`src/rtl/ldch_div.sv`:
```
// Restoring divider, one quotient bit per cycle, for a quotient known to fit 32 bits.
`default_nettype none

module ldch_div (
    input  wire logic        clk,
    input  wire logic        rst_n,
    input  wire logic        start,
    input  wire logic [63:0] dividend,
    input  wire logic [31:0] divisor,
    output logic             done,
    output logic [31:0]      quotient
);

    logic        run_reg;
    logic        run_next;
    logic        done_reg;
    logic        done_next;
    logic [4:0]  cnt_reg;
    logic [4:0]  cnt_next;
    logic [31:0] rem_reg;
    logic [31:0] rem_next;
    logic [31:0] low_reg;
    logic [31:0] low_next;
    logic [31:0] dsr_reg;
    logic [31:0] dsr_next;
    logic [32:0] trial;
    logic [32:0] diff;

    assign trial = {rem_reg, low_reg[31]};
    assign diff  = trial - {1'b0, dsr_reg};

    always_comb
    begin
        run_next  = run_reg;
        done_next = 1'b0;
        cnt_next  = cnt_reg;
        rem_next  = rem_reg;
        low_next  = low_reg;
        dsr_next  = dsr_reg;
        if (start)
        begin
            // The upper half is already below the divisor, so only 32 steps remain.
            run_next = 1'b1;
            cnt_next = 5'd31;
            rem_next = dividend[63:32];
            low_next = dividend[31:0];
            dsr_next = divisor;
        end
        else if (run_reg)
        begin
            if (!diff[32])
            begin
                rem_next = diff[31:0];
                low_next = {low_reg[30:0], 1'b1};
            end
            else
            begin
                rem_next = trial[31:0];
                low_next = {low_reg[30:0], 1'b0};
            end
            cnt_next = cnt_reg - 5'd1;
            if (cnt_reg == 5'd0)
            begin
                run_next  = 1'b0;
                done_next = 1'b1;
            end
        end
    end

    always_ff @(posedge clk or negedge rst_n)
    begin
        if (!rst_n)
        begin
            run_reg  <= 1'b0;
            done_reg <= 1'b0;
        end
        else
        begin
            run_reg  <= run_next;
            done_reg <= done_next;
        end
    end

    always_ff @(posedge clk)
    begin
        cnt_reg <= cnt_next;
        rem_reg <= rem_next;
        low_reg <= low_next;
        dsr_reg <= dsr_next;
    end

    assign done     = done_reg;
    assign quotient = low_reg;

endmodule

`default_nettype wire

```
`config.mk`:
```
export PLATFORM = sky130hd
export DESIGN_NAME = ldch_div
export DESIGN_NICKNAME = d
export VERILOG_FILES = /design/src/rtl/ldch_div.sv
export SDC_FILE = /design/constraint.sdc
export NUM_CORES = 1
export LEC_CHECK = 0
export BUFFER_PORTS_ARGS = -buffer_cell sky130_fd_sc_hd__buf_2
export CAP_MARGIN = 30
export CORE_UTILIZATION = 50
export DETAILED_ROUTE_END_ITERATION = 7
export HOLD_SLACK_MARGIN = 0.03
export PLACE_DENSITY = 0.77
export REMOVE_ABC_BUFFERS = 1
export SLEW_MARGIN = 30
export SYNTH_ARGS = -nofsm -noshare
export SYNTH_HDL_FRONTEND = slang
export SYNTH_SLANG_ARGS = --single-unit
```
`constraint.sdc`:
```
create_clock -name clk -period 3.1 [get_ports clk]
set_input_delay 0.465 -clock clk [delete_from_list [all_inputs] [get_ports clk]]
set_output_delay 0.465 -clock clk [all_outputs]
set_load 0.005 [all_outputs]
```
[After elaboration in Yosys (flattened, before gate mapping)]
Cells that the tools add are included.
Word-level totals
  register bits after elaboration: 103
  input bits: 99
  output and inout port bits: 33
  word-level logic and storage cells: 22
Operators by class
  add/sub/neg operators: 2
  mux-type cells: 12
  reduce and logical (&&, ||, !) cells: 2
Operators with widths (count)
  32-bit two-way mux: 5
  33-bit by 32-bit subtractor with 33-bit output: 1
  1-bit two-way mux: 7
  5-bit logical NOT: 1
  5-bit by 1-bit subtractor with 5-bit output, second input constant: 1
  2-bit nonzero test: 1

[Depth between registers and ports, before layout]
Gate-level depths: netlist (run 1).
  word-level depth: 4
  depth in mapped cells: 13

[Worst setup path after synthesis (run 1)]
OpenSTA, ideal clock, no wires.
  kind: register to register
  start point: register low_reg[31], in the netlist quotient[31]
  end point: register rem_reg[23] (data pin)
  data arrival time: 2884 ps
  required time: 2841 ps
  slack: -43 ps
  cell stages (with the launch flop): 14
  path buffers: 1
  period minus slack after synthesis: 3143 ps
  path through: edfxtp_1 > inv_1 > ha_1 > fa_1 > nor2b_1 > o31a_1 > o21ai_2 > a211oi_2 > a21oi_2 > o31a_4 > and2_4 > buf_6 > and3_1 > a211o_1
Between the ends
  word-level cells in the longest chain between the ends: 4
Ends and longest elaborated chain
  from (decl): RTL line 22  | logic [31:0] low_reg;
  from (signal assigned): RTL line 88  | low_reg <= low_next;
  33-bit by 32-bit subtractor with 33-bit output: RTL line 30  | assign diff = trial - {1'b0, dsr_reg};
  32-bit two-way mux: RTL line 51  | if (!diff[32])
  32-bit two-way mux: RTL line 49  | else if (run_reg)
  32-bit two-way mux: RTL line 40  | if (start)
  net rem_next[23]: RTL line 21  | logic [31:0] rem_next;
  to (signal assigned): RTL line 87  | rem_reg <= rem_next;
  to (decl): RTL line 20  | logic [31:0] rem_reg;
The timed path passes the listed nets, and every way through them passes these cells. The select of a mux whose other input is x is not followed.
A chain may end at the register's enable or synchronous reset.

[Worst setup path in the final report (run 1)]
  start point: register rem_reg[9]
  end point: register rem_reg[5] (data pin)
Between the ends
  word-level cells in the longest chain between the ends: 4
Ends and longest elaborated chain (RTL line)
  33-bit by 32-bit subtractor with 33-bit output: 30
  32-bit two-way mux: 51
  32-bit two-way mux: 49
  32-bit two-way mux: 40
  net rem_next[5]: 21
The timed path passes the listed nets, and every way through them passes these cells. The select of a mux whose other input is x is not followed.

==> results of run 1 <==
[layout by cell type (no fill, tap or decap), types with 17 or more instances in the layout]
| cell type | count |
|---|---|
| buf_2 | 130 |
| edfxtp_1 | 96 |
| nand2_1 | 57 |
| buf_4 | 40 |
| inv_1 | 39 |
| a21oi_1 | 36 |
| o21ai_0 | 32 |
| mux2_2 | 31 |
| ha_1 | 26 |
| mux2i_1 | 22 |
| nor2_1 | 21 |
| xnor2_1 | 17 |
[through the flow]
stage               setup slack (ps)  setup TNS [ps]  std cells  cell area (µm²)  hold slack [ps]
global placement               -4.68           -4.68        857             7220              249
global route                    -168           -4180        887             7840              271
floorplan                      -23.8           -23.8        542             6080              169
finish                         -72.6            -848        887             7840              281
detailed placement              -110           -1560        857             7220              251
CTS                             10.2               0        878             7630              272
[path summary, 6_finish.rpt]
check,start,end,slack (ps)
max in group asynchronous,rst_n,run_reg,2590
worst min-delay path,divisor[22],dsr_reg[22],280
min in group asynchronous,rst_n,done,420
worst min register to register,cnt_reg[4],cnt_reg[4],510
worst max-delay path,rem_reg[9],rem_reg[5],-70
worst max register to register,rem_reg[9],rem_reg[5],-70
[layer usage]
layer  GRT usage (%)  vias to the layer above  share of wire, %
met5               0                        -                 0
met1            28.7                     2269                44
met2            38.4                      150                48
met3            5.78                       22               5.7
li1                -                     2449                 -
met4            8.07                        0               1.8
[critical path, delay by kind of cell, from the launching register on]
kind            cells  cell delay, ps
compound gates      6            1360
flops               1             410
fa+ha+maj           1             400
buf+inv             2             310
simple gates        2             220
mux                 1             190
[cells by family after synthesis]
logic type                 after synthesis  share of synthesized area [%]
AOI/OAI and AO/OA                      145                           15.7
and+or+nand+nor                        139                           10.9
DFF                                    103                           49.0
buffers and inverters                   62                           4.13
muxes                                   54                           9.37
adders and majority gates               34                           7.00
xor gates and xnor gates                27                           3.82
[power breakdown]
group	leakage, nW	internal (mW)	total (mW)	switching [mW]
clock	0.157	0.648	1.19	0.546
combinational	2.24	2.27	4.53	2.26
sequential	1.06	1.93	2.14	0.213
[synthesized netlist by cell type (3+ instances only)]
cell | n | share of area, %
o311ai_1 | 3 | 0.43
edfxtp_1 | 96 | 47
nor2_1 | 21 | 1.3
inv_1 | 40 | 2.4
o21bai_1 | 3 | 0.36
clkbuf_1 | 18 | 1.1
mux2i_1 | 23 | 3.7
a21oi_1 | 38 | 3.1
nor2b_1 | 5 | 0.51
nand3_1 | 12 | 0.97
mux2_2 | 31 | 5.6
buf_6 | 3 | 0.55
o21a_1 | 5 | 0.61
dfxtp_1 | 5 | 1.6
nand2_1 | 58 | 3.5
a21o_1 | 12 | 1.5
xor2_1 | 10 | 1.4
xnor2_1 | 17 | 2.4
a31oi_1 | 5 | 0.51
o211ai_1 | 3 | 0.36
a2111oi_0 | 3 | 0.43
nor3b_1 | 3 | 0.36
nor3_1 | 12 | 0.97
and3_1 | 6 | 0.61
ha_1 | 33 | 6.7
or3_1 | 5 | 0.51
nand4_1 | 4 | 0.40
a211oi_1 | 3 | 0.36
o21ai_0 | 44 | 3.6
[cell type report]
cell class              count  share of cell area (%)
clock buffers               9                    2.87
clock inverters             7                    1.16
inverters                  40                    1.91
multi-input cells         399                    38.6
flip-flops and latches    103                    38.7
well taps                 147                    2.35
repair buffers            182                    14.4
[what timing repair did]
action	4_1_cts	5_1_grt
gates resized for setup	7	34
setup buffers	3	8
pin swaps	6	19
cloned	1	1
endpoints found under the setup margin	33	32
hold buffers	1	0
endpoints found under the hold margin	2	0
==> flow_summary.ini, run 1 <==
[run_status]
outcome = finished with violations
violations = setup timing

[clock_network]
h-tree-depth = 3
cts_max_path_buffers = 2
cts_tree = done
clock_latency_ps = 350
numCtsBuffers = 9
clk_pin_slew_worst_paths_ps = 80
cts_root_buf = clkbuf_16
clock-sinks = 103

[sta]
slew_violations = 0
tightest_slew_ps = 785
finalClockSkew_ps = 10.4
fin_ws_ps = -72.6
period_needed_ps = 3170
min_period_over_period_pct = 102
fmax_mhz = 315
hold_viol = 0
slew_headroom_pct = 47.6
setup_viol = 28
rsz0062_at_grt = yes

[cells_and_area]
postLayoutCoreUtil_pct = 65.3
final_nets = 868
seqCellArea_um2 = 3030
multi_input_area_um2 = 3030
layout-drive-gt1-share_pct = 35.4
diodes = 0
syn_to_final_growth_pct = 26.8
fill_cells = 920

[setup_path]
cp_max_fo = 6
reg2reg_depth = 12
path_cells = ha_1 -> nand2_1 -> a2111oi_4 -> o21ai_2 -> a211oi_2 -> a21oi_2 -> a221oi_4 -> buf_6 -> nand2_8 -> buf_12 -> mux2i_2 -> o21ai_1
path_class = reg2reg
crit_path_start_kind = flop
cp.arrival_ps = 3260
critPathRequiredTime_ps = 3190
cp_slowest_cell = edfxtp_1
endpoint_kind = flop
cpPeakStageDelay_ps = 410

[hold_path]
min_path_type = in2reg
min_path_cells = 1

[logic_synthesis]
yosysSeqAreaShare_pct = 49.0
synth_edf_count = 96
synth_area_per_cell_um2 = 11.0
syn_area_um2 = 6180
synthFlopType = edfxtp_1
ys_ff_latch = 103
ys_warn_count = 0
synthCells = 564
ys_types = 61
ys_async_sr_fraction_pct = 1.94

[route]
route.detailed.drc = 0
drt-initial-drc-count = 173
dr.pass1.iters = 4
wl_per_cell_um = 16.5
vias = 4890
wl_mm = 14.6
final_antenna_net_count = 0
viasPerCell = 5.51

[power_and_ir_drop]
power_density_nw_per_um2 = 1000
ir_drop_mv = 0.480
total_leakage_power_nw = 3.46
total_power_mw = 7.87

[floorplanning]
row_count = 40
coreArea_um2 = 12000
initial_core_util_pct = 51.5
die-area_um2 = 12800
dieWidth_um = 113
die_y_um = 113
ios = 132

[placement]
hpwl_mm = 10.3
io_buffer_count = 131
place_congestion = 0.919

[grt]
grt_use_total_pct = 22.9
grt_pass1_vias = 4967
grt_pass1_wl_mm = 23.0
overflow = 0
grt_max_degree = 84
antenna_found_initial = 0

[run]
drv_cap = 0
Note: power is estimated with default switching activity, not from simulation.
==> inputs of run 2 (changes only) <==
--- a/config.mk
+++ b/config.mk
@@ -10,7 +10,7 @@
 export CORE_UTILIZATION = 50
 export DETAILED_ROUTE_END_ITERATION = 7
 export HOLD_SLACK_MARGIN = 0.03
-export PLACE_DENSITY = 0.77
+export PLACE_DENSITY = 0.79
 export REMOVE_ABC_BUFFERS = 1
 export SLEW_MARGIN = 30
 export SYNTH_ARGS = -nofsm -noshare
==> run 2 against run 1 <==
Non-clock buffer count is 17 lower. Setup slack better by 74 ps. Cell area down 3.2%. First-iteration DRC count increased by 110%. Highest routed layer unchanged. Via count rose by 1.3%. Critical path type unchanged. Sequential power about the same. Die area unchanged. Sequential cell count did not move. Sequential share of layout area is 1.3 points higher. Cell count down 1.9%. Count of clock-buffer cells in the layout increased by 3. Largest cell class unchanged. The run now ends clean. Fmax is 2.4% higher.
==> flow_summary.ini, run 2 (synthesized netlist as in run 1, its figures left out) <==
[run_status]
outcome = finished clean

[route]
dr.pass1.iters = 5
viasPerCell = 5.70
final_antenna_net_count = 0
drt-initial-drc-count = 355
wl_per_cell_um = 16.7
vias = 4956
wl_mm = 14.6
route.detailed.drc = 0

[power_and_ir_drop]
ir_drop_mv = 0.564
power_density_nw_per_um2 = 969
total_leakage_power_nw = 3.34

[cells_and_area]
final_common_cell = buf_2
syn_to_final_growth_pct = 22.7
diodes = 0
layout-drive-gt1-share_pct = 32.4
layout_common_cells = 130 x buf_2, 96 x edfxtp_1, 58 x nand2_1
postLayoutCoreUtil_pct = 63.2
final_nets = 851
design_area_um2 = 7590

[clock_network]
cts_tree = done
numCtsBuffers = 9
clock_latency_ps = 360
cts_root_buf = clkbuf_16
h-tree-depth = 3
clock-sinks = 103
cts_max_path_buffers = 2
clk_pin_slew_worst_paths_ps = 80

[grt]
grt_pass1_vias = 4921
met1_usage_pct = 28.5
grt_max_degree = 100
overflow = 0
grt_pass1_wl_mm = 23.3
grt_busiest_layer = met2
use_met3_pct = 7.82
antenna_found_initial = 0
grt_use_met2_pct = 39.7
grt_use_total_pct = 23.3

[setup_path]
worstSetupStartpoint = rem_reg[4]
rr_startpoint = rem_reg[4]
critPathCapture = rem_reg[22]
crit-reg2reg-capture = rem_reg[22]
cp_max_fo = 11
crit_path_start_kind = flop
cp_num_cells = 11
path_class = reg2reg
endpoint_kind = flop
critPathTopFamily = compound AO/OA/AOI/OAI gates
cpPeakStageDelay_ps = 480
path_buf_inv = 1
reg2reg_setup_slack_ps = 1
cp_slowest_cell = edfxtp_1
cp.arrival_ps = 3200
reg2reg_depth = 11
critPathRequiredTime_ps = 3200
path_cells = ha_4 -> o211ai_1 -> a2111oi_4 -> o21ai_2 -> a211oi_2 -> a21oi_2 -> a221oi_4 -> nand2_4 -> buf_12 -> mux2i_1 -> o21ai_0

[sta]
finalClockSkew_ps = 14.5
fin_ws_ps = 1.19
tightest_slew_ps = 739
whs_ps = 275
rsz0062_at_grt = yes
setup_viol = 0
slew_violations = 0
fmax_mhz = 323
hold_viol = 0
slew_headroom_pct = 50.7
min_period_over_period_pct = 100
period_needed_ps = 3100

[floorplanning]
die-area_um2 = 12800
die_y_um = 113
coreArea_um2 = 12000
row_count = 40
ios = 132
dieWidth_um = 113
initial_core_util_pct = 51.5

[placement]
post_dp_cell_area_um2 = 7220
place_congestion = 0.863
hpwl_mm = 10.5
io_buffer_count = 131
place_ws_ps = -44.4

[hold_path]
min_path_type = in2reg

[run]
drv_cap = 0
## run 2: area by class of cell
| cell class | instances | area, µm² |
|---|---|---|
| repair buffers | 165 | 978 |
| flip-flops and latches | 103 | 3030 |
| well taps | 147 | 184 |
| fillers | 966 | 4420 |
| clock inverters | 4 | 31.3 |
| inverters | 40 | 150 |
| multi-input cells | 399 | 2970 |
| clock buffers | 12 | 236 |
## run 2: power by group
| group | total [mW] | internal, mW | switching [mW] |
|---|---|---|---|
| clock | 1.07 | 0.551 | 0.521 |
| sequential | 2.13 | 1.93 | 0.201 |
| combinational | 4.15 | 2.00 | 2.15 |
## run 2: repair_timing
item / in CTS / in global routing
hold buffers: 1 / 0
setup endpoints to repair: 17 / 33
gates resized for setup: 2 / 16
hold endpoints to repair: 2 / 0
buffers inserted: 0 / 2
cloned: 0 / 0
pin swaps: 3 / 11
## run 2: how the worst min path moves through the flow
| stage | startpoint | to | slack (ps) | cells after the start |
|---|---|---|---|---|
| floorplan | rst_n | done | 170 | 0 |
| finish | divisor[14] | dsr_reg[14] | 280 | 1 |
| CTS | divisor[12] | dsr_reg[12] | 270 | 1 |
| detailed placement | rst_n | done | 260 | 1 |
| global route | divisor[6] | dsr_reg[6] | 270 | 1 |
| global placement | rst_n | done | 250 | 1 |
## run 2: metal layers
layer	vias to the layer above	routed length (µm)	share of wire [%]
met5	-	0	0
met4	0	202	1.4
met3	20	1260	8.6
met2	208	7100	49
met1	2330	6010	41
li1	2398	-	-
## run 2: per-stage QoR
stage          cells  setup TNS [ps]  power [mW]
2_1_floorplan    542           -23.8        4.74
3_3_place_gp     851               0        5.92
3_5_place_dp     851            -233        6.05
4_1_cts          868               0        7.17
5_1_grt          870           -3070        7.84
6_report         870               0        7.35
==> inputs of run 3 (changes only) <==
--- a/config.mk
+++ b/config.mk
@@ -7,10 +7,10 @@
 export LEC_CHECK = 0
 export BUFFER_PORTS_ARGS = -buffer_cell sky130_fd_sc_hd__buf_2
 export CAP_MARGIN = 30
-export CORE_UTILIZATION = 50
+export CORE_UTILIZATION = 25
 export DETAILED_ROUTE_END_ITERATION = 7
 export HOLD_SLACK_MARGIN = 0.03
-export PLACE_DENSITY = 0.79
+export PLACE_DENSITY = 0.46
 export REMOVE_ABC_BUFFERS = 1
 export SLEW_MARGIN = 30
 export SYNTH_ARGS = -nofsm -noshare
==> run 3 against run 2 <==
Setup slack improved by 80 ps. Register-to-register slack improved by 80 ps. Count of clock-buffer cells in the layout decreased by 3. Critical path type unchanged. Worst hold slack got worse by 13 ps. Non-clock buffer count increased by 12. Combinational power increased by 3%. Core utilization decreased by 30 points. Sequential cell count unchanged.
==> flow_summary.ini, run 3 (synthesized netlist as in run 1, its figures left out) <==
[floorplanning]
dieWidth_um = 159
die_y_um = 159
coreArea_um2 = 24300
ios = 132
die-area_um2 = 25400
row_count = 57
initial_core_util_pct = 25.4

[clock_network]
h-tree-depth = 3
cts_tree = done
cts_max_path_buffers = 2
numCtsBuffers = 9
cts_root_buf = clkbuf_16
clock_latency_ps = 370
clk_pin_slew_worst_paths_ps = 90
clock-sinks = 103

[setup_path]
path_class = reg2reg
reg2reg_depth = 10
rr_startpoint = rem_reg[6]
cp_max_fo = 5
cp_slowest_cell = edfxtp_1
critPathTopFamily = compound AO/OA/AOI/OAI gates
crit_path_start_kind = flop
critPathRequiredTime_ps = 3220
crit-reg2reg-capture = rem_reg[23]
path_cells = ha_4 -> a21oi_1 -> a2111oi_4 -> o21ai_2 -> a211oi_2 -> a21oi_2 -> o31a_4 -> and2_2 -> and3_1 -> a211o_1
cp.arrival_ps = 3140
cpPeakStageDelay_ps = 440
endpoint_kind = flop
path_buf_inv = 0
reg2reg_setup_slack_ps = 80

[cells_and_area]
fill_cells = 2519
syn_to_final_growth_pct = 29.6
final_common_cell = buf_2
design_area_um2 = 8010
layout-drive-gt1-share_pct = 35.1
layout_common_cells = 130 x buf_2, 96 x edfxtp_1, 57 x nand2_1
postLayoutCoreUtil_pct = 32.9
final_nets = 864

[power_and_ir_drop]
total_power_mw = 7.66
total_leakage_power_nw = 3.44
p_int_mw = 4.68
swShare_pct = 38.9
p_seq_share_pct = 27.8
ir_drop_mv = 0.464
power_density_nw_per_um2 = 956
p_comb_share_pct = 55.8
p_switching_mw = 2.98
clockPowerShare_pct = 16.4

[hold_path]
min_from = divisor[12]
min_path_type = in2reg
hold_end = dsr_reg[12]
min_path_cells = 1

[sta]
setup_viol = 0
tightest_slew_ps = 665
fmax_mhz = 331
fin_ws_ps = 81.4
finalClockSkew_ps = 19.6
rsz0062_at_grt = yes
slew_headroom_pct = 55.6
min_period_over_period_pct = 97.4
slew_violations = 0
period_needed_ps = 3020
hold_viol = 0

[run_status]
outcome = finished clean

[route]
viasPerCell = 4.54
dr.pass1.iters = 4
drt-initial-drc-count = 218
wl_per_cell_um = 15.2
final_antenna_net_count = 0
vias = 4815
wl_mm = 16.2
route.detailed.drc = 0

[placement]
post_dp_cell_area_um2 = 7500
place_ws_ps = -97.6
io_buffer_count = 131
place_congestion = 0.820
hpwl_mm = 12.0

[grt]
grt_max_degree = 55
grt_pass1_wl_mm = 25.5
grt_use_total_pct = 12.8
antenna_found_initial = 1
overflow = 0
grt_pass1_vias = 4946

[run]
drv_cap = 0
run 3: worst max-delay path by stage:
stage | to | slack (ps) | startpoint | cells past startpoint
after floorplan | rem_reg[17] | -20 | quotient[31] | 12
after global placement | rem_reg[23] | 7 | quotient[31] | 12
after detailed placement | rem_reg[23] | -100 | quotient[31] | 12
after CTS | rem_reg[8] | 20 | quotient[31] | 13
after global routing | rem_reg[5] | -90 | rem_reg[6] | 11
final | rem_reg[23] | 80 | rem_reg[6] | 10
run 3: final cells by class:
type | count | area (µm²) | area share, %
clock buffers | 9 | 225 | 2.81
multi-input cells | 400 | 3030 | 37.8
clock inverters | 7 | 88.8 | 1.11
inverters | 40 | 150 | 1.87
well taps | 324 | 405 | 5.06
diodes | 1 | 2.50 | 0.0312
flip-flops and latches | 103 | 3030 | 37.9
repair buffers | 177 | 1080 | 13.4
run 3: worst register-to-register path, cell delays in order, from the launching register on:
cell       delay, ps
edfxtp_1         440
ha_4             300
a21oi_1          120
a2111oi_4        380
o21ai_2          120
a211oi_2         300
a21oi_2          140
o31a_4           330
and2_2           210
and3_1           180
a211o_1          260
run 3: metal layers:
metal	up-vias	wire, µm	global-route usage (%)
met2	118	7290	20.7
met1	2247	7570	16.2
met4	2	202	3.80
li1	2435	-	-
met5	-	9	0
met3	13	1090	4.38
run 3: power groups by stage:
| stage | Combinational, mW | Sequential (mW) | Clock (mW) |
|---|---|---|---|
| floorplan | 2.66 | 2.08 | 0 |
| global route | 4.69 | 2.17 | 1.35 |
| detailed placement | 4.00 | 2.14 | 0 |
| finish | 4.27 | 2.13 | 1.25 |
| CTS | 4.10 | 2.11 | 1.31 |
| global placement | 4.02 | 2.15 | 0 |
run 3: metrics by stage:
step	instances	TNS, ps	hold slack (ps)
after global placement	1037	0	254
after CTS	1058	0	249
after detailed placement	1037	-1190	254
after floorplan	542	-23.8	169
after global routing	1060	-1600	250
final	1061	0	262
run 3: what timing repair did:
action / in CTS / in global routing
gates cloned: 1 / 0
pin swaps: 7 / 9
hold buffers: 1 / 0
endpoints found under the hold margin: 2 / 0
gates resized for setup: 3 / 41
buffers inserted: 3 / 2
setup endpoints to repair: 29 / 32
