**config.mk**
```make
export PLATFORM = sky130hd
export DESIGN_NAME = ldch_ram
export DESIGN_NICKNAME = d
export VERILOG_FILES = /design/src/rtl/ldch_ram.sv
export SDC_FILE = /design/constraint.sdc
export NUM_CORES = 1
export LEC_CHECK = 0
export ABC_AREA = 1
export ABC_CLOCK_PERIOD_IN_PS = 1400
export BUFFER_PORTS_ARGS = -buffer_cell sky130_fd_sc_hd__buf_2
export CORE_MARGIN = 2
export CORE_UTILIZATION = 50
export CTS_CLUSTER_DIAMETER = 40
export CTS_CLUSTER_SIZE = 10
export DETAILED_ROUTE_END_ITERATION = 8
export PLACE_DENSITY = 0.67
export RECOVER_POWER = 25
export SYNTH_ARGS = -nofsm -noshare
export SYNTH_HDL_FRONTEND = slang
export SYNTH_SLANG_ARGS = --single-unit
```
**constraint.sdc**
```tcl
create_clock -name clk -period 1.4 [get_ports clk]
set_input_delay 0.07 -clock clk [delete_from_list [all_inputs] [get_ports clk]]
set_output_delay 0.07 -clock clk [all_outputs]
set_load 0.02 [all_outputs]
```
**src/rtl/ldch_ram.sv**
```systemverilog
// Generic single write port RAM with a registered read port.
`default_nettype none

module ldch_ram #(
    parameter int WIDTH = 8,
    parameter int DEPTH = 16
) (
    input  wire logic                     clk,
    input  wire logic                     we,
    input  wire logic [$clog2(DEPTH)-1:0] waddr,
    input  wire logic [WIDTH-1:0]         wdata,
    input  wire logic [$clog2(DEPTH)-1:0] raddr,
    output logic      [WIDTH-1:0]         rdata
);

    logic [WIDTH-1:0] mem [DEPTH];

    always_ff @(posedge clk)
    begin
        if (we)
            mem[waddr] <= wdata;
        rdata <= mem[raddr];
    end

endmodule

`default_nettype wire

```
# ---- Word level (Yosys, flattened, before mapping)
# Memories as Yosys holds them, arrays and structs flattened. A register that Yosys moved wholly into a read port is not among the register bits.
# Cells that the tools add are included.
dict set report word_totals {
  n_memories 1
  input_bits 18
  out_inout_bits 8
  register_bits 0
  wordCells 3
  latch_bits 0
  rom_bits 0
  mem_bits_rw 128
}
# name words word_bits rd rd_clocked_by_memory_dff wr line
set memory_table {}
lappend memory_table {mem 16 8 1 1 1 16} ;# logic [WIDTH-1:0] mem [DEPTH];
dict set report classes {
  n_div 0
  n_reduce_logical 0
  multipliers 0
  n_addsub 0
  shift 0
  mux 2
  n_lt_le_gt_ge 0
  n_eq_ne 0
  bitwise 0
}
# op count
set ops {}
lappend ops {{1-bit 2-to-1 mux} 2}

# ---- Depth between registers and ports, before layout
# Gate-level depths: netlist (run 1).
dict set report logic_depth {
  ltp_word 2
  ltp_mapped 8
  mapped_depth_nobuf 7
}

# ---- Least setup slack after synthesis (run 1)
# OpenSTA, ideal clock, no wires.
dict set report synth_path {
  kind {in2reg}
  startpoint {input waddr[2]}
  endpoint {memory mem[10][0] (enable)}
  t_arrival_ps 651
  t_required_ps 1030
  n_path_buf 0
  cell_stages 2
  setup_slack_ps 379
  setup_ps 370
  path_cell_list {nand3b_1 nor2_1}
}
# item line
set synth_lines {}
lappend synth_lines {{start, declared} 10} ;# input wire logic [$clog2(DEPTH)-1:0] waddr,
lappend synth_lines {{end, declared} 16}
# Straight into the memory's write port.

# ---- Worst setup path in the final report (run 1)
dict set report layout_path {
  startpoint {register rdata[1] (read register of mem)}
  endpoint {output rdata[1]}
}
# item line
set layout_lines {}
lappend layout_lines {{start, declared} 13} ;# output logic [WIDTH-1:0] rdata
# No word-level cell between the ends.

==> reports/metrics.yaml, run 1 <==
synth:
  postSynthNetCount: 569
  postSynthAreaPerCell_um2: 10.5
  postSynthCellCount: 551
  post_synth_num_cell_types: 12
  synth_most_common_cell: "sky130_fd_sc_hd__nand2_1"
  post_synthesis_cell_type_with_the_largest_combined_area: "sky130_fd_sc_hd__edfxtp_1"
  netlist_top_cells_area: "sky130_fd_sc_hd__edfxtp_1 67%, sky130_fd_sc_hd__nand2_1 11%, sky130_fd_sc_hd__nand3_1 8.4%"
  async_flop_share_pct: 0
  synth.yosys.warnings: 0
  synth_commonest_cells: "173 x sky130_fd_sc_hd__nand2_1, 128 x sky130_fd_sc_hd__edfxtp_1, 100 x sky130_fd_sc_hd__inv_1"
  synth_edf_count: 128
  synth_top_flop_cell: "sky130_fd_sc_hd__edfxtp_1"
  synth_top_cell_area_share_pct: 66.7
  syn_area_mm2: 0.00577
  yosysSeqAreaShare_pct: 69.4
  synth.ff_latch_count: 136
worst_setup_path:
  path_delay_family: "flip-flops"
  critical_path.n_buffers_inverters: 1
  max_stage_delay_ns: 0.37
  critPathSlowestCell: "sky130_fd_sc_hd__dfxtp_1"
  timing.critical_path.cells: "buf_2"
  reg2reg_setup_slack_ns: 0.38
  worst_setup_path_start_kind: "register"
  end_kind: "output pin"
  crit_fanout: 1
  critical_path_required_ns: 1.33
  setup.worst_path.class: "register to output pin"
  crit_arrival_ns: 0.97
power_and_ir_drop:
  cell_internal_pwr_mw: 7.87
  pwr-share-comb_pct: 6.0
  leak_pwr_nw: 2.95
  power.sequential.fraction_pct: 46.2
  power.share.switching_pct: 20.8
  post-layout-total-power_mw: 9.93
  clkPwrFrac_pct: 47.8
  power.net_switching_mw: 2.06
  power-per-cell-area_mw_per_mm2: 1470
  vdd.ir_drop.worst_uv: 857
clocking:
  postCtsSetupRepairBufs: 0
  ctsHoldBuffers: 0
  tritoncts_num_sinks: 136
  clk_pin_slew_ns: 0.06
  clk_tree_root_cell: "sky130_fd_sc_hd__clkbuf_16"
  postCtsResizedCells: 0
  clock_insertion_delay_worst_skew_ns: 0.42
  clockBufferDepth: 2
  cts_htree_levels: 4
  cts_buffer_count: 17
  cts_tree: "yes"
timing:
  drv_slew: 0
  worst_hold_slack_ns: 0.0933
  relSlewSlack_pct: 43.0
  setup-tns-final_ns: 0
  fmaxAchievable_ghz: 0.959
  hold_violations: 0
  rsz_0062_raised_after_global_routing: "no"
  timing_worst_slew_pin_value_ns: 0.854
  final.setup_skew_ns: 0.00639
  setup_viol_count_final: 0
  post-route-min-period_ns: 1.04
  setup_ws_ns: 0.357
  final_worst_path_period_share_pct: 74.5
global_routing:
  gr-total-overflow: 0
  vias_in_the_first_global_route: 3769
  antenna_found_initial: 0
  grt_start_max_net_pins: 61
  global_route.usage.total_pct: 22.3
  grt_first_pass_wirelength_mm: 20.4
die:
  design.core.area_mm2: 0.0113
  die-height_um: 111
  floorplan.io_pins: 26
  effective_utilization_at_floorplan_pct: 50.9
  die-area_mm2: 0.0124
  die_w_um: 111
  floorplan.rows: 39
placement:
  preCtsSetupSlack_ns: 0.213
  dp_hpwl_mm: 7.94
  place.gp.congestion: 0.867
  port_buffers: 25
  post_dp_cell_area_mm2: 0.00613
layout:
  layout-drive-gt1-share_pct: 12.9
  insertedDiodeCount: 0
  area_growth_syn_to_layout_pct: 17.2
  final_design_area_no_fill_mm2: 0.00676
  nNetsFinal: 616
detailed_routing:
  drtPass1Iterations: 5
  vias_per_cell: 5.13
  total_drc_errors_in_the_routed_layout: 0
  postRouteWirelength_mm: 13.0
  detailedRoute.firstIterationViolations: 245
  wire_per_inst_um: 17.2
  antenna_violating_nets_post_route: 0
  route.vias.total: 3867
status:
  outcome: "finished, final reports clean"
worst_hold_path:
  hold_path_class: "input pin to register"
flow_run:
  drv_cap: 0
[cell families after synthesis]
family,Yosys count,share of synthesized area [%]
flip-flops,136,69.4
buffers and inverters,126,9.52
AND/OR/NAND/NOR,289,21.0
[worst register-to-register path: cells and delay by family, from the launching register on]
family	cells	cell delay [ns]
buf+inv	1	0.07
flops	1	0.35
simple gates	5	0.49
[sequential cells by signal (all words and copies together), names as in the netlist]
register,flops
mem,128
rdata,8
[layout make-up]
cell class	instances	area [um^2]
timing repair buffer	52	347
fill	925	4560
inverter	102	383
multi-input combinational	289	1210
clock buffer	18	429
clock inverter	14	205
sequential	136	4000
tap	143	179
[power by group through the flow]
stage	sequential [mW]	combinational, mW	clock [mW]
2_1_floorplan	4.69	0.321	0
3_3_place_gp	4.67	0.586	0
3_5_place_dp	4.67	0.595	0
4_1_cts	4.58	0.600	4.78
5_1_grt	4.59	0.655	4.99
6_report	4.59	0.596	4.75
[final timing paths]
kind / start / endpoint / cells after the start
worst max-delay path: rdata[1]$_DFF_P_ / rdata[1] / 1
worst min-delay path: wdata[6] / mem[6][6]$_DFFE_PP_ / 1
worst max register to register: mem[8][3]$_DFFE_PP_ / rdata[3]$_DFF_P_ / 6
worst min register to register: mem[10][7]$_DFFE_PP_ / rdata[7]$_DFF_P_ / 6
[cell usage in the layout, fill, tap and decap left out]
cell	n
sky130_fd_sc_hd__clkinv_2	4
sky130_fd_sc_hd__nand3_1	97
sky130_fd_sc_hd__nand2_1	173
sky130_fd_sc_hd__edfxtp_1	128
sky130_fd_sc_hd__buf_2	20
sky130_fd_sc_hd__inv_2	2
sky130_fd_sc_hd__dfxtp_1	8
sky130_fd_sc_hd__buf_12	2
sky130_fd_sc_hd__clkinv_4	1
sky130_fd_sc_hd__nand3b_1	2
sky130_fd_sc_hd__clkbuf_1	6
sky130_fd_sc_hd__bufinv_16	5
sky130_fd_sc_hd__buf_4	25
sky130_fd_sc_hd__nor2_1	17
sky130_fd_sc_hd__clkinv_1	1
sky130_fd_sc_hd__inv_1	100
sky130_fd_sc_hd__clkbuf_16	17
sky130_fd_sc_hd__clkinvlp_4	3
[routing by layer]
| metal | share of wire, % | GRT usage [%] | up-vias |
|---|---|---|---|
| met3 | 6.5 | 6.21 | 22 |
| met5 | 0 | 0 | - |
| met2 | 49 | 35.1 | 164 |
| li1 | - | - | 1866 |
| met1 | 42 | 29.7 | 1815 |
| met4 | 2.5 | 9.30 | 0 |
[stage by stage]
stage	instances	util, %
final	754	59.7
after global routing	754	59.7
after CTS	754	59.8
after detailed placement	722	54.2
after global placement	722	54.2
after floorplan	551	-
No activity file was read; power rests on OpenSTA's default activity.
==> inputs of run 2 (changes only) <==
--- a/config.mk
+++ b/config.mk
@@ -5,15 +5,15 @@
 export SDC_FILE = /design/constraint.sdc
 export NUM_CORES = 1
 export LEC_CHECK = 0
-export ABC_AREA = 1
-export ABC_CLOCK_PERIOD_IN_PS = 1400
+export ABC_AREA = 0
+export ABC_CLOCK_PERIOD_IN_PS = 860
 export BUFFER_PORTS_ARGS = -buffer_cell sky130_fd_sc_hd__buf_2
 export CORE_MARGIN = 2
 export CORE_UTILIZATION = 50
 export CTS_CLUSTER_DIAMETER = 40
 export CTS_CLUSTER_SIZE = 10
 export DETAILED_ROUTE_END_ITERATION = 8
-export PLACE_DENSITY = 0.67
+export PLACE_DENSITY = 0.7
 export RECOVER_POWER = 25
 export SYNTH_ARGS = -nofsm -noshare
 export SYNTH_HDL_FRONTEND = slang
==> constraint.sdc (replaced) <==
create_clock -name clk -period 0.86 [get_ports clk]
set_input_delay 0.043 -clock clk [delete_from_list [all_inputs] [get_ports clk]]
set_output_delay 0.043 -clock clk [all_outputs]
set_load 0.02 [all_outputs]
==> run 2 against run 1 <==
Net effect: the flow now finishes with violations (setup timing); largest cell class unchanged; combinational power up 65%; non-clock buffer count increased by 16; clock skew shrank 0.00090 ns; largest power group is now registers; highest routed layer unchanged.
==> reports/metrics.yaml, run 2 <==
timing:
  hold_violations: 0  # unchanged
  fmaxAchievable_ghz: 0.758
  final_worst_path_period_share_pct: 153
  final.setup_skew_ns: 0.00549  # -0.000902 ns
  relSlewSlack_pct: 43.1  # +0.054 points
  drv_slew: 0  # unchanged
  timing_worst_slew_pin_value_ns: 0.852  # -0.00257 ns
  worst_hold_slack_ns: 0.110  # +0.0172 ns
  setup-tns-final_ns: -4.53  # -4.53 ns
  setup_ws_ns: -0.459  # -0.817 ns
  setup_viol_count_final: 16  # +16
  post-route-min-period_ns: 1.32
  rsz_0062_raised_after_global_routing: "yes"
worst_setup_path:
  setup.worst_path.class: "register to register"
  crit_fanout: 1  # unchanged
  worst_setup_path_start_kind: "register"
  max_stage_delay_ns: 0.49  # +0.12 ns
  end_kind: "register"
  critical_path_required_ns: 1.26  # -0.07 ns
  crit_arrival_ns: 1.72  # +0.75 ns
  critPathSlowestCell: "sky130_fd_sc_hd__mux4_2"
  timing.critical_path.cells: "mux4_2, a22oi_2, nand2_1"
synth:
  synth_xor_xnor_area_share_pct: 0  # unchanged
  postSynthCellCount: 229  # -58%
  synth.ff_latch_count: 136  # unchanged
  compound_cell_area_share_of_the_yosys_netlist_pct: 2.33  # +2.3 points
  synthSimpleGateAreaFrac_pct: 3.18  # -18 points
  synth_top_family_by_area: "multiplexers"
  async_flop_share_pct: 0  # unchanged
  synth_edf_count: 128  # unchanged
  netlist_top_cells_area: "sky130_fd_sc_hd__edfxtp_1 75%, sky130_fd_sc_hd__mux4_2 7.9%, sky130_fd_sc_hd__mux4_1 7.1%"
  post_synthesis_cell_type_with_the_largest_combined_area: "sky130_fd_sc_hd__edfxtp_1"
  synth_commonest_cells: "128 x sky130_fd_sc_hd__edfxtp_1, 18 x sky130_fd_sc_hd__mux4_2, 16 x sky130_fd_sc_hd__a22oi_1"
  synth_top_flop_cell: "sky130_fd_sc_hd__edfxtp_1"
  synth_most_common_cell: "sky130_fd_sc_hd__edfxtp_1"
  syn_area_mm2: 0.00515  # -11%
  postSynthNetCount: 247  # -57%
  synth_top_cell_area_share_pct: 74.7  # +8.0 points
  postSynthAreaPerCell_um2: 22.5  # +110%
  synth.yosys.warnings: 0  # unchanged
  synthAdderAreaFrac_pct: 0  # unchanged
  synth.area.mux_share_pct: 15.0  # +15 points
  post_synth_num_cell_types: 19  # +7
  yosysSeqAreaShare_pct: 77.8  # +8.4 points
clocking:
  clk_tree_root_cell: "sky130_fd_sc_hd__clkbuf_8"
  clockBufferDepth: 2  # unchanged
  cts_tree: "yes"
  tritoncts_num_sinks: 136  # unchanged
  cts_htree_levels: 4  # unchanged
  cts_buffer_count: 17  # unchanged
  clk_pin_slew_ns: 0.06  # about the same
  clock_insertion_delay_worst_skew_ns: 0.52  # +0.10 ns
global_routing:
  gr-total-overflow: 0  # unchanged
  antenna_found_initial: 0  # unchanged
  vias_in_the_first_global_route: 2582  # -31%
  grt.met1_usage_pct: 27.6  # -2.1 points
  met3_usage_pct: 5.07  # -1.1 points
  grt_start_max_net_pins: 22  # -64%
  global_route.usage.total_pct: 19.9  # -2.4 points
  met2_usage_pct: 30.8  # -4.3 points
  grt_busiest_layer: "met2"
  grt_first_pass_wirelength_mm: 15.5  # -24%
power_and_ir_drop:
  vdd.ir_drop.worst_uv: 964  # +13%
  power-per-cell-area_mw_per_mm2: 2250  # +53%
  post-layout-total-power_mw: 14.9  # +50%
  power.net_switching_mw: 3.20  # +55%
  power.sequential.fraction_pct: 50.2  # +4.0 points
  cell_internal_pwr_mw: 11.7  # +49%
  pwr-share-comb_pct: 6.6  # +0.6 points
  power.share.switching_pct: 21.5  # +0.70 points
  leak_pwr_nw: 2.18  # -26%
  clkPwrFrac_pct: 43.2  # -4.6 points
layout:
  nNetsFinal: 324  # -47%
  area_growth_syn_to_layout_pct: 28.6
  most_frequent_standard_cell_in_the_layout_excluding_fill_and_tap_cells: "sky130_fd_sc_hd__edfxtp_1"
  multi_input_comb_area_mm2: 0.00114  # -5.7%
  filler_cell_count: 659  # -29%
  layout.cells.most_common_list: "128 x sky130_fd_sc_hd__edfxtp_1, 32 x sky130_fd_sc_hd__mux4_2, 19 x sky130_fd_sc_hd__buf_12"
  largest_register_ffs: 128  # unchanged
  layout.cells.non_filler: 455  # -40%
  insertedDiodeCount: 0  # unchanged
  max_flop_register: "mem"
  layout_top_registers: "mem x128, rdata x8"
  layout-drive-gt1-share_pct: 48.0  # +35 points
  regArea_mm2: 0.00401  # +0.22%
detailed_routing:
  vias_per_cell: 5.54  # +8.0%
  drtPass1Iterations: 4  # -1
  antenna_violating_nets_post_route: 0  # unchanged
  postRouteWirelength_mm: 10.0  # -23%
  route.vias.total: 2521  # -35%
  detailedRoute.firstIterationViolations: 211  # -14%
  wire_per_inst_um: 22.0  # +28%
  total_drc_errors_in_the_routed_layout: 0  # unchanged
die:
  design.core.area_mm2: 0.0101  # -10%
  die-area_mm2: 0.0111  # -10%
  effective_utilization_at_floorplan_pct: 50.8  # -0.17 points
  floorplan.io_pins: 26  # unchanged
  die-height_um: 105  # -5.3%
  floorplan.rows: 37  # -5.1%
  die_w_um: 105  # -5.3%
placement:
  preCtsSetupSlack_ns: -0.668  # -0.881 ns
  place.detailed.instances: 415  # -43%
  place.gp.congestion: 0.756  # -13%
  port_buffers: 25  # unchanged
  dp_hpwl_mm: 6.31  # -21%
status:
  violations_in_the_final_reports: "setup timing"
  outcome: "finished with violations"
worst_hold_path:
  hold_path_class: "input pin to register"
flow_run:
  drv_cap: 0  # unchanged
run 2: worst paths after layout:
path	startpoint	slack, ns	cells after the start	end
setup / recovery	mem[11][4]$_DFFE_PP_	-0.46	3	rdata[4]$_DFF_P_
hold / removal	waddr[1]	0.11	4	mem[4][6]$_DFFE_PP_
hold reg to reg	mem[4][0]$_DFFE_PP_	0.67	3	rdata[0]$_DFF_P_
setup reg to reg	mem[11][4]$_DFFE_PP_	-0.46	3	rdata[4]$_DFF_P_
run 2: logic make-up (layout without fill, tap and decap cells):
kind of cell / count (synthesis) / count (layout)
AOI/OAI and AO/OA: 16 / 16
buffers and inverters: 10 / 100
DFF: 136 / 136
muxes: 32 / 32
and+or+nand+nor: 35 / 35
run 2: layout make-up:
type	instances	share of cell area, %
clock inverter	15	1.98
multi-input combinational	83	17.3
timing repair buffer	68	11.3
tap	136	2.57
sequential	136	60.6
clock buffer	17	6.26
run 2: repair_timing:
action,CTS,global route
hold endpoints to repair,128,0
gates cloned,0,0
endpoints found under the setup margin,16,16
setup buffers,0,0
hold buffers,8,0
gates resized for setup,28,1
pin swaps,0,2
run 2: power groups by stage:
stage / clock network [mW] / logic (mW) / registers [mW]
final: 6.45 / 0.984 / 7.48
after global routing: 6.80 / 1.05 / 7.49
after CTS: 6.53 / 0.999 / 7.48
after floorplan: 0 / 0.439 / 7.64
after global placement: 0 / 0.887 / 7.59
after detailed placement: 0 / 0.899 / 7.60
run 2: metal layers:
layer	vias up	share of wire, %
li1	1115	-
met1	1292	40
met2	104	51
met3	10	7.4
met4	0	1.2
met5	-	0
run 2: metrics by stage:
step | instance area, um^2 | utilization (%)
global route | 6620 | 65.3
CTS | 6650 | 65.5
detailed placement | 5930 | 58.5
floorplan | 5240 | -
finish | 6620 | 65.3
global placement | 5930 | 58.5
run 2: worst max-delay path: cells and delay by family, from the launching register on:
kind	cells	cell delay [ns]
AND/OR/NAND/NOR	1	0.08
flip-flops	1	0.36
AO/OA/AOI/OAI	1	0.27
multiplexers	1	0.49
==> inputs of run 3 (changes only) <==
==> constraint.sdc (replaced) <==
create_clock -name clk -period 0.86 [get_ports clk]
set_input_delay 0.129 -clock clk [delete_from_list [all_inputs] [get_ports clk]]
set_output_delay 0.129 -clock clk [all_outputs]
set_load 0.02 [all_outputs]
==> run 3 against run 2 <==
Net effect: critical path type unchanged; utilization rose by 0.48 points; critical path depth did not move; hold slack got worse by 0.074 ns; the run still ends with setup timing left; register-to-register slack improved by 0.02 ns; global-route usage rose by 0.94 points; clock skew rose by 0.0033 ns; critical endpoint is now rdata[6]$_DFF_P_.
==> reports/metrics.yaml, run 3 (synthesis results as in run 2) <==
layout:
  layout-drive-gt1-share_pct: 48.7  # +0.76 points
  area_growth_syn_to_layout_pct: 29.5
  layout.cells.most_common_list: "128 x sky130_fd_sc_hd__edfxtp_1, 32 x sky130_fd_sc_hd__mux4_2, 22 x sky130_fd_sc_hd__buf_12"
  layout.cells.non_filler: 450  # -1.1%
  insertedDiodeCount: 0  # unchanged
  nNetsFinal: 319  # -1.5%
  max_flop_register: "mem"
  largest_register_ffs: 128  # unchanged
  most_frequent_standard_cell_in_the_layout_excluding_fill_and_tap_cells: "sky130_fd_sc_hd__edfxtp_1"
  layout_top_registers: "mem x128, rdata x8"
  filler_cell_count: 666  # +1.1%
timing:
  final_worst_path_period_share_pct: 151  # -2.5 points
  final.setup_skew_ns: 0.00878  # +0.00329 ns
  rsz_0062_raised_after_global_routing: "yes"
  setup_viol_count_final: 16  # unchanged
  worst_hold_slack_ns: 0.0361  # -0.0744 ns
  setup_ws_ns: -0.438  # +0.0212 ns
  timing_worst_slew_pin_value_ns: 0.928  # +0.0757 ns
  relSlewSlack_pct: 38.0  # -5.1 points
  drv_slew: 0  # unchanged
  fmaxAchievable_ghz: 0.770  # +1.6%
  post-route-min-period_ns: 1.30  # -0.0212 ns
  hold_violations: 0  # unchanged
clocking:
  clk_tree_root_cell: "sky130_fd_sc_hd__clkbuf_8"
  cts_buffer_count: 17  # unchanged
  clock_insertion_delay_worst_skew_ns: 0.50  # -0.02 ns
  cts_tree: "yes"
  cts_htree_levels: 4  # unchanged
  clockBufferDepth: 2  # unchanged
  postCtsSetupRepairBufs: 0  # unchanged
  tritoncts_num_sinks: 136  # unchanged
  clk_pin_slew_ns: 0.06  # about the same
die:
  die_w_um: 105  # unchanged
  die-area_mm2: 0.0111  # unchanged
  effective_utilization_at_floorplan_pct: 50.8  # unchanged
  floorplan.rows: 37  # unchanged
  die-height_um: 105  # unchanged
  design.core.area_mm2: 0.0101  # unchanged
  floorplan.io_pins: 26  # unchanged
flow_run:
  drv_cap: 0  # unchanged
detailed_routing:
  total_drc_errors_in_the_routed_layout: 0  # unchanged
  drtPass1Iterations: 4  # unchanged
  antenna_violating_nets_post_route: 0  # unchanged
  postRouteWirelength_mm: 10.3  # +3.3%
  detailedRoute.firstIterationViolations: 187  # -11%
  wire_per_inst_um: 23.0  # +4.4%
  vias_per_cell: 5.62  # +1.5%
  route.vias.total: 2531  # +0.40%
global_routing:
  gr-total-overflow: 0  # unchanged
  grt_start_max_net_pins: 18  # -18%
  global_route.usage.total_pct: 20.9  # +0.94 points
  vias_in_the_first_global_route: 2766  # +7.1%
  grt_first_pass_wirelength_mm: 16.1  # +4.1%
  antenna_found_initial: 0  # unchanged
power_and_ir_drop:
  cell_internal_pwr_mw: 12.0  # +2.7%
  vdd.ir_drop.worst_uv: 1100  # +14%
  pwr-share-comb_pct: 6.6  # about the same
  power.net_switching_mw: 3.19  # -0.39%
  post-layout-total-power_mw: 15.2  # +2.0%
  power.sequential.fraction_pct: 49.2  # -1.0 points
  clkPwrFrac_pct: 44.2  # +1.0 points
  power.share.switching_pct: 21.0  # -0.51 points
  leak_pwr_nw: 2.21  # +1.1%
  power-per-cell-area_mw_per_mm2: 2280  # +1.3%
worst_setup_path:
  critical_path_required_ns: 1.24  # -0.02 ns
  end_kind: "register"
  crit_arrival_ns: 1.68  # -0.04 ns
  crit_fanout: 1  # unchanged
  setup.worst_path.class: "register to register"
  worst_setup_path_start_kind: "register"
placement:
  place.detailed.instances: 415  # unchanged
  dp_hpwl_mm: 6.73  # +6.6%
  port_buffers: 25  # unchanged
  place.gp.congestion: 0.714  # -5.5%
status:
  violations_in_the_final_reports: "setup timing"
  outcome: "finished with violations"
worst_hold_path:
  hold_path_class: "input pin to register"
-- run 3: cell types whose count changed in the layout (fill, tap and decap cells not counted), moves of 2 or more --
cell and delta:
sky130_fd_sc_hd__nand2b_1 -2, sky130_fd_sc_hd__buf_12 +3, sky130_fd_sc_hd__dlygate4sd3_1 -5, sky130_fd_sc_hd__nand2b_4 +2
sky130_fd_sc_hd__clkinvlp_4 -4, sky130_fd_sc_hd__buf_4 -2, sky130_fd_sc_hd__clkbuf_2 -6, sky130_fd_sc_hd__clkbuf_1 +3
-- run 3: metal layers --
layer  track usage, %  up-vias  routed length [um]
met4             8.38        0                 198
met2             36.1      103                5800
met1             25.2     1311                3700
li1                 -     1103                   -
met5                0        -                   0
met3             5.26       14                 644
-- run 3: final cells by class --
| cell class | count | area, um^2 | area share [%] |
|---|---|---|---|
| sequential | 136 | 4010 | 60.2 |
| multi-input combinational | 83 | 1180 | 17.7 |
| timing repair buffer | 63 | 738 | 11.1 |
| clock buffer | 17 | 414 | 6.21 |
| tap | 136 | 170 | 2.55 |
| clock inverter | 15 | 153 | 2.29 |
-- run 3: worst max-delay path, cell delays in order (launching register included) --
cell and delay (ns):
sky130_fd_sc_hd__edfxtp_1 0.40, sky130_fd_sc_hd__mux4_2 0.50, sky130_fd_sc_hd__a22oi_2 0.21, sky130_fd_sc_hd__nand2_1 0.07
-- run 3: final timing paths --
| check | start | endpoint | slack, ns | depth (start not counted) |
|---|---|---|---|---|
| setup / recovery | mem[9][6]$_DFFE_PP_ | rdata[6]$_DFF_P_ | -0.44 | 3 |
| hold reg to reg | mem[14][2]$_DFFE_PP_ | rdata[2]$_DFF_P_ | 0.69 | 3 |
| setup reg to reg | mem[9][6]$_DFFE_PP_ | rdata[6]$_DFF_P_ | -0.44 | 3 |
| hold / removal | wdata[2] | mem[0][2]$_DFFE_PP_ | 0.04 | 1 |
-- run 3: power by group through the flow --
| stage | Clock [mW] | Sequential [mW] | Combinational [mW] |
|---|---|---|---|
| floorplan | 0 | 7.63 | 0.448 |
| global route | 7.15 | 7.50 | 1.07 |
| CTS | 6.84 | 7.49 | 1.01 |
| detailed placement | 0 | 7.60 | 0.920 |
| global placement | 0 | 7.59 | 0.896 |
| finish | 6.73 | 7.49 | 0.999 |
-- run 3: what timing repair did --
| action | 4_1_cts | 5_1_grt |
|---|---|---|
| pin swaps | 3 | 2 |
| hold buffers | 3 | 0 |
| setup endpoints to repair | 16 | 16 |
| gates resized for setup | 28 | 3 |
| hold endpoints to repair | 48 | 0 |
-- run 3: through the flow --
step           area, um^2  TNS (ns)  setup WS [ns]  utilization, %
6_report             6670     -4.95         -0.438            65.8
5_1_grt              6670     -5.63         -0.468            65.8
4_1_cts              6670     -5.29         -0.453            65.8
3_5_place_dp         5990    -53.27         -0.621            59.0
3_3_place_gp         5990    -51.56         -0.613            59.0
2_1_floorplan        5270    -27.40         -0.372               -
